===== src/two_level_page_walk_assert.svh =====
// ============================================================================
// two_level_page_walk_assert.svh
// Assertion macros used by the page walker RTL (tlpw_ctrl). They sample on clk and
// are disabled while rst_n is low.
// ============================================================================
`ifndef TWO_LEVEL_PAGE_WALK_ASSERT_SVH
`define TWO_LEVEL_PAGE_WALK_ASSERT_SVH

// same-cycle implication
`define TLPW_ASSERT_NOW(label, ante, cons) \
    label: assert property (@(posedge clk) disable iff (!rst_n) (ante) |-> (cons)) \
        else $error("page walk assertion failed");

// next-cycle implication
`define TLPW_ASSERT_NEXT(label, ante, cons) \
    label: assert property (@(posedge clk) disable iff (!rst_n) (ante) |=> (cons)) \
        else $error("page walk assertion failed");

`endif


===== src/tlpw_pkg.sv =====
// ============================================================================
// tlpw_pkg
// Types and constants of the two-level page walker.
// ============================================================================
package tlpw_pkg;

    localparam int MAX_PAGES_DEF  = 64;
    localparam int PAGE_BYTES     = 4096;
    localparam int WORDS_PER_PAGE = PAGE_BYTES / 4;
    localparam int OFS_W          = $clog2(WORDS_PER_PAGE);
    localparam int PAGE_SHIFT     = 12;
    localparam int L1_SHIFT       = 22;
    localparam int PN_W           = 32 - PAGE_SHIFT;
    localparam int PCNT_W         = 7;

    localparam logic [PCNT_W-1:0] PAGE_COUNT_RESET = 7'd64;

    localparam logic [1:0] OP_WRITE = 2'd0;
    localparam logic [1:0] OP_READ  = 2'd1;
    localparam logic [1:0] OP_XLATE = 2'd2;

    localparam logic [1:0] ACC_READ  = 2'd0;
    localparam logic [1:0] ACC_WRITE = 2'd1;
    localparam logic [1:0] ACC_EXEC  = 2'd2;

    localparam logic [1:0] ST_OK       = 2'd0;
    localparam logic [1:0] ST_BAD_ADDR = 2'd1;
    localparam logic [1:0] ST_BAD_PERM = 2'd2;
    localparam logic [1:0] ST_BAD_IO   = 2'd3;

    localparam int PTE_VALID    = 0;
    localparam int PTE_PRESENT  = 1;
    localparam int PTE_READ     = 2;
    localparam int PTE_WRITE    = 3;
    localparam int PTE_EXEC     = 4;
    localparam int PTE_USER     = 5;
    localparam int PTE_ACCESSED = 6;

    typedef struct packed {
        logic [1:0]  operation;
        logic [15:0] word_address;
        logic [31:0] write_data;
        logic [31:0] table_root;
        logic [31:0] virtual_address;
        logic [1:0]  access_kind;
        logic        user_mode;
    } req_t;

    typedef struct packed {
        logic [1:0]  status;
        logic [31:0] physical_address;
        logic [31:0] read_data;
    } rsp_t;

    typedef struct packed {
        logic rd;
        logic wr;
    } mem_cmd_t;

endpackage


===== src/tlpw_ctrl.sv =====
// ============================================================================
// tlpw_ctrl
// Command sequencer: memory read/write, level-one and level-two entry
// checks with accessed-bit write-back, page_count register, result word.
// ============================================================================
`include "two_level_page_walk_assert.svh"

module tlpw_ctrl #(
    parameter int MAX_PAGES = tlpw_pkg::MAX_PAGES_DEF,
    parameter int MEM_AW    = $clog2(tlpw_pkg::MAX_PAGES_DEF) + tlpw_pkg::OFS_W
) (
    input  logic                              clk,
    input  logic                              rst_n,
    input  logic                              start,
    output logic                              busy,
    input  tlpw_pkg::req_t                    request,
    output logic                              done,
    output tlpw_pkg::rsp_t                    result,
    input  logic                              cfg_valid,
    output logic                              cfg_ready,
    input  logic [tlpw_pkg::PCNT_W-1:0]       cfg_data,
    output tlpw_pkg::mem_cmd_t                mem_cmd,
    output logic [MEM_AW-1:0]                 mem_addr,
    output logic [31:0]                       mem_wdata,
    input  logic [31:0]                       mem_rdata
);

    localparam int PG_W = MEM_AW - tlpw_pkg::OFS_W;
    localparam int PN_W = tlpw_pkg::PN_W;
    localparam logic [31:0]   MEM_WORDS_L = 32'(MAX_PAGES * tlpw_pkg::WORDS_PER_PAGE);
    localparam logic [PN_W:0] MAX_LIM     = (PN_W+1)'(MAX_PAGES);

    typedef enum logic [5:0] {
        S_IDLE    = 6'b000001,
        S_EXEC    = 6'b000010,
        S_RD_WAIT = 6'b000100,
        S_L1_CHK  = 6'b001000,
        S_L2_RD   = 6'b010000,
        S_L2_CHK  = 6'b100000
    } state_t;

    state_t                      state_reg, state_next;
    tlpw_pkg::req_t              req_reg, req_next;
    logic [PN_W-1:0]             frame_reg, frame_next;
    logic [tlpw_pkg::PCNT_W-1:0] page_count_reg;
    logic                        done_reg, done_next;
    tlpw_pkg::rsp_t              rsp_reg, rsp_next;

    logic [PN_W-1:0] root_page;
    logic [PN_W-1:0] e1_page;
    logic [9:0]      l1_idx;
    logic [9:0]      l2_idx;
    logic [31:0]     wa_ext;
    logic            wa_ok;
    logic            root_ok;
    logic            e1_ok;
    logic            perm_ok;

    function automatic logic page_in_range(logic [PN_W-1:0] pg,
                                           logic [tlpw_pkg::PCNT_W-1:0] cnt);
        page_in_range = ({1'b0, pg} < MAX_LIM) && (pg < PN_W'(cnt));
    endfunction

    assign root_page = req_reg.table_root[31:tlpw_pkg::PAGE_SHIFT];
    assign e1_page   = mem_rdata[31:tlpw_pkg::PAGE_SHIFT];
    assign l1_idx    = req_reg.virtual_address[31:tlpw_pkg::L1_SHIFT];
    assign l2_idx    = req_reg.virtual_address[tlpw_pkg::L1_SHIFT-1:tlpw_pkg::PAGE_SHIFT];
    assign wa_ext    = 32'(req_reg.word_address);
    assign wa_ok     = wa_ext < MEM_WORDS_L;
    assign root_ok   = (req_reg.table_root[tlpw_pkg::PAGE_SHIFT-1:0] == '0)
                       && page_in_range(root_page, page_count_reg);
    assign e1_ok     = page_in_range(e1_page, page_count_reg);

    always_comb
    begin
        case (req_reg.access_kind)
            tlpw_pkg::ACC_READ:  perm_ok = mem_rdata[tlpw_pkg::PTE_READ];
            tlpw_pkg::ACC_WRITE: perm_ok = mem_rdata[tlpw_pkg::PTE_WRITE];
            tlpw_pkg::ACC_EXEC:  perm_ok = mem_rdata[tlpw_pkg::PTE_EXEC];
            default:             perm_ok = 1'b1;
        endcase
    end

    always_comb
    begin
        state_next = state_reg;
        req_next   = req_reg;
        frame_next = frame_reg;
        done_next  = 1'b0;
        rsp_next   = rsp_reg;
        mem_cmd    = '0;
        mem_addr   = {root_page[PG_W-1:0], l1_idx};
        mem_wdata  = req_reg.write_data;

        case (state_reg)
            S_IDLE:
            begin
                if (start)
                begin
                    req_next   = request;
                    state_next = S_EXEC;
                end
            end
            S_EXEC:
            begin
                rsp_next   = '0;
                state_next = S_IDLE;
                done_next  = 1'b1;
                case (req_reg.operation)
                    tlpw_pkg::OP_WRITE:
                    begin
                        mem_addr = wa_ext[MEM_AW-1:0];
                        if (wa_ok)
                        begin
                            mem_cmd.wr = 1'b1;
                        end
                        else
                        begin
                            rsp_next.status = tlpw_pkg::ST_BAD_ADDR;
                        end
                    end
                    tlpw_pkg::OP_READ:
                    begin
                        mem_addr = wa_ext[MEM_AW-1:0];
                        if (wa_ok)
                        begin
                            mem_cmd.rd = 1'b1;
                            state_next = S_RD_WAIT;
                            done_next  = 1'b0;
                        end
                        else
                        begin
                            rsp_next.status = tlpw_pkg::ST_BAD_ADDR;
                        end
                    end
                    tlpw_pkg::OP_XLATE:
                    begin
                        if (req_reg.table_root[tlpw_pkg::PAGE_SHIFT-1:0] != '0)
                        begin
                            rsp_next.status = tlpw_pkg::ST_BAD_IO;
                        end
                        else if (!root_ok)
                        begin
                            rsp_next.status = tlpw_pkg::ST_BAD_ADDR;
                        end
                        else
                        begin
                            mem_cmd.rd = 1'b1;
                            state_next = S_L1_CHK;
                            done_next  = 1'b0;
                        end
                    end
                    default:
                    begin
                        rsp_next.status = tlpw_pkg::ST_BAD_IO;
                    end
                endcase
            end
            S_RD_WAIT:
            begin
                rsp_next.read_data = mem_rdata;
                done_next          = 1'b1;
                state_next         = S_IDLE;
            end
            S_L1_CHK:
            begin
                frame_next = e1_page;
                state_next = S_IDLE;
                done_next  = 1'b1;
                if (!mem_rdata[tlpw_pkg::PTE_VALID])
                begin
                    rsp_next.status = tlpw_pkg::ST_BAD_ADDR;
                end
                else if (!mem_rdata[tlpw_pkg::PTE_PRESENT])
                begin
                    rsp_next.status = tlpw_pkg::ST_BAD_IO;
                end
                else
                begin
                    mem_cmd.wr = 1'b1;
                    mem_wdata  = mem_rdata | (32'd1 << tlpw_pkg::PTE_ACCESSED);
                    if (!e1_ok)
                    begin
                        rsp_next.status = tlpw_pkg::ST_BAD_ADDR;
                    end
                    else
                    begin
                        state_next = S_L2_RD;
                        done_next  = 1'b0;
                    end
                end
            end
            S_L2_RD:
            begin
                mem_addr   = {frame_reg[PG_W-1:0], l2_idx};
                mem_cmd.rd = 1'b1;
                state_next = S_L2_CHK;
            end
            S_L2_CHK:
            begin
                mem_addr   = {frame_reg[PG_W-1:0], l2_idx};
                state_next = S_IDLE;
                done_next  = 1'b1;
                if (!mem_rdata[tlpw_pkg::PTE_VALID])
                begin
                    rsp_next.status = tlpw_pkg::ST_BAD_ADDR;
                end
                else if (req_reg.user_mode && !mem_rdata[tlpw_pkg::PTE_USER])
                begin
                    rsp_next.status = tlpw_pkg::ST_BAD_PERM;
                end
                else if (!perm_ok)
                begin
                    rsp_next.status = tlpw_pkg::ST_BAD_PERM;
                end
                else if (!mem_rdata[tlpw_pkg::PTE_PRESENT])
                begin
                    rsp_next.status = tlpw_pkg::ST_BAD_IO;
                end
                else
                begin
                    mem_cmd.wr = 1'b1;
                    mem_wdata  = mem_rdata | (32'd1 << tlpw_pkg::PTE_ACCESSED);
                    rsp_next.physical_address =
                        {mem_rdata[31:tlpw_pkg::PAGE_SHIFT],
                         req_reg.virtual_address[tlpw_pkg::PAGE_SHIFT-1:0]};
                end
            end
            default:
            begin
                state_next = S_IDLE;
            end
        endcase
    end

    always_ff @(posedge clk or negedge rst_n)
    begin
        if (!rst_n)
        begin
            state_reg      <= S_IDLE;
            done_reg       <= 1'b0;
            page_count_reg <= tlpw_pkg::PAGE_COUNT_RESET;
        end
        else
        begin
            state_reg <= state_next;
            done_reg  <= done_next;
            if (cfg_valid && cfg_ready)
            begin
                page_count_reg <= cfg_data;
            end
        end
    end

    always_ff @(posedge clk)
    begin
        req_reg   <= req_next;
        frame_reg <= frame_next;
        rsp_reg   <= rsp_next;
    end

    assign busy      = (state_reg != S_IDLE);
    assign cfg_ready = (state_reg == S_IDLE);
    assign done      = done_reg;
    assign result    = rsp_reg;

    `TLPW_ASSERT_NEXT(a_accept_exec, start && !busy, state_reg == S_EXEC)
    `TLPW_ASSERT_NEXT(a_l2_done, state_reg == S_L2_CHK, done_reg)
    `TLPW_ASSERT_NOW(a_one_access, mem_cmd.rd, !mem_cmd.wr)
    `TLPW_ASSERT_NOW(a_err_no_pa, done_reg && (rsp_reg.status != tlpw_pkg::ST_OK),
                     rsp_reg.physical_address == 32'd0)

endmodule


===== config.mk =====
export PLATFORM = sky130hd
export DESIGN_NAME = tlpw_ctrl
export DESIGN_NICKNAME = d
export VERILOG_FILES = /design/src/tlpw_pkg.sv /design/src/tlpw_ctrl.sv
export VERILOG_INCLUDE_DIRS = /design/src /design/src/src
export SDC_FILE = /design/constraint.sdc
export NUM_CORES = 1
export LEC_CHECK = 0
export ABC_AREA = 1
export BUFFER_PORTS_ARGS = -buffer_cell sky130_fd_sc_hd__buf_2
export CAP_MARGIN = 0
export CORE_ASPECT_RATIO = 1.75
export CORE_MARGIN = 2
export CORE_UTILIZATION = 54
export DETAILED_ROUTE_END_ITERATION = 16
export PLACE_DENSITY = 0.85
export SLEW_MARGIN = 20
export SYNTH_ARGS = -nofsm -noshare
export SYNTH_HDL_FRONTEND = slang
export SYNTH_SLANG_ARGS = --single-unit

===== constraint.sdc =====
create_clock -name clk -period 16.6 [get_ports clk]
set_input_delay 0.83 -clock clk [delete_from_list [all_inputs] [get_ports clk]]
set_output_delay 0.83 -clock clk [all_outputs]
set_load 0.05 [all_outputs]

==> run metrics <==
clock sinks=203; clk root buf=clkbuf_16; Post-synth EDFFs=189; Mean Syn Cell Area=11.9 µm²; syn nets=871; fin util=70.1%; Peak VDD IR=0.000139 V; grt total ovfl=0; die area=16400 µm²; setup TNS=0 ns; Routability Congestion=0.891; CTS H-tree depth=1; setup repair bufs after CTS=0; CTS buffer count=19; post-synth top area share=68.6%; startpoint types=flip-flop; run status=complete, no violations; clock latency on the worst-skew pair=0.49 ns; post-synthesis cell area=8280 µm²; Ports=279; chip width=97.6 µm; Final HPWL DP=15.2 mm; Rel. slew slack=35.1%; first-pass GRT wire length=31.5 mm; layout cell share with drive strength beyond 1=33.1%; gr usage total=24.6%; Static Leakage=4.78 nW; CP max FO=49; crit path cell chain=nor2_4, nand4_1, clkinv_1, nand2_2, nand3_2, o21ai_0, buf_2; RSZ-0062 raised after global routing=no; row count=59; worst stage delay on the critical path=0.73 ns; most common cell in the netlist=edfxtp_1; Finish-stage setup viols=0; yosys synthesis warning count=0; CTS Hold Bufs=0; Gate Count Post-Synth=695; Total Nets Final=1157; Synth top cells by count=edfxtp_1, nand2_1, nor2_1, inv_1, nand3_1; Total Wirelength=20.5 mm; Layout Skew=0.0257 ns; Fmax achieved=0.247 GHz; PD cells=183 nW/µm²; routed wire length per instance=17.4 µm; antenna violations before repair=1; critical path arrival=3.21 ns; Layout Area Growth over Synthesis=26.3%; drt initial violations=432; router iterations before antenna repair=5; Seq/Total Area, Yosys=72.8%; Worst path slowest cell=nand3_2; Detail Route Antenna Nets=0; fin crit share=24.4%; Final min period=4.04 ns; cell taking the most area after synthesis=edfxtp_1; CP Class=reg -> out; core box area=14900 µm²; Async SR Flop Fraction=6.90%; vias post-DR=6121; Worst Tran Pin Value=0.973 ns; # fillers=1118; CTS max path bufs=3; Max-Cap Viols=0; crit end category=output pin; # port buffers=278; height of the chip=168 µm; CTS tree=yes; CP top delay family=simple AND/OR/NAND/NOR gates; Seq cells post-synth=203; Worst Path Buf+Inv=2; synth unique cells=28; dpl cells=1143; pin count of the biggest net entering global routing=92; vias per inst=5.20; Top FF cell, synth=edfxtp_1; vias in the first global route=6288; Critical Path RT=15.77 ns; Hold Fails Final Rpt=0; Max Slew Vio Count=0; DR DRC count=0; HP Class=in -> async; starting density of the core=55.5%; Final Non-Filler Cells=1178; max FFs per register=97; Synth area leaders=edfxtp_1, nand2_1, nor2_1, inv_1, dfrtp_1; post-cts sizing count=0; Clock transition at path regs=0.08 ns
## placed cells by master (no fill, tap or decap), types with 2 or more instances in the layout
master,n
clkinv_1,6
clkbuf_16,19
nand4_2,2
nand2_1,138
buf_4,4
inv_1,88
nand3_1,41
clkinv_2,2
nor2_1,116
buf_2,278
o21ai_2,5
clkbuf_1,2
o21ai_0,21
a21oi_1,16
ha_1,16
bufinv_16,2
nor2_4,5
o21ai_1,7
diode_2,2
nand2_2,2
edfxtp_1,189
and3_1,3
dfstp_2,2
nand4_1,6
dfrtp_1,12
nor3_1,2
## through the flow
stage / instance area (µm²) / power (mW) / setup WS (ns) / hold slack (ns)
final: 10500 / 1.91 / 12.56 / 0.239
after global placement: 9850 / 1.48 / 12.94 / 0.512
after detailed placement: 9850 / 1.51 / 12.75 / 0.534
after global routing: 10500 / 2.00 / 12.31 / 0.256
after CTS: 10400 / 1.93 / 12.57 / 0.242
after floorplan: 8280 / 1.34 / 9.75 / 0.478
## power by group
part	switching, mW	internal [mW]	leakage (nW)
registers	0.0483	0.768	1.95
clock network	0.180	0.242	0.289
logic	0.536	0.137	2.55
total	0.764	1.15	4.78
## worst reg2reg max path: stages (launching register included)
cell and delay [ns]:
dfstp_2 0.56, inv_1 0.06, nor2_1 0.09, nand3_1 0.25, nor2_4 0.74, buf_6 0.66
## area by class of cell
cell class              count  area, µm²  area share [%]
clock buffers              21        483            4.62
clock inverters            12        114            1.09
inverters                  89        334            3.20
multi-input cells         385       1830            17.5
well taps                 183        229            2.19
diodes                      2       5.00          0.0479
flip-flops and latches    203       6030            57.7
repair buffers            283       1430            13.7
## routing by layer
metal	global-route usage [%]	wire, µm
met5	0	0
met4	10.7	910
met3	4.44	1310
met2	47.7	11700
met1	25.2	6600
## cell families after synthesis
kind of cell,after synthesis,share of synthesized area (%)
mux,1,0.136
simple gates,318,16.2
compound gates,50,3.26
fa+ha+maj,16,2.42
buf+inv,107,5.20
flops,203,72.8
## final timing paths
| kind | start | cells after the start | slack, ns | endpoint |
|---|---|---|---|---|
| max | state_reg[0]$_DFFE_PN1P_ | 7 | 12.56 | mem_wdata[8] |
| max in group asynchronous | rst_n | 1 | 16.03 | page_count_reg[6]$_DFFE_PN1P_ |
| max reg2reg | state_reg[0]$_DFFE_PN1P_ | 5 | 13.75 | req_reg[1]$_DFFE_PP_ |
| min in group clk | request[90] | 1 | 0.51 | req_reg[90]$_DFFE_PP_ |
| min reg2reg | page_count_reg[4]$_DFFE_PN0P_ | 2 | 0.54 | page_count_reg[4]$_DFFE_PN0P_ |
| min | rst_n | 1 | 0.24 | state_reg[5]$_DFFE_PN0P_ |
(Power assumes the default switching activity.)
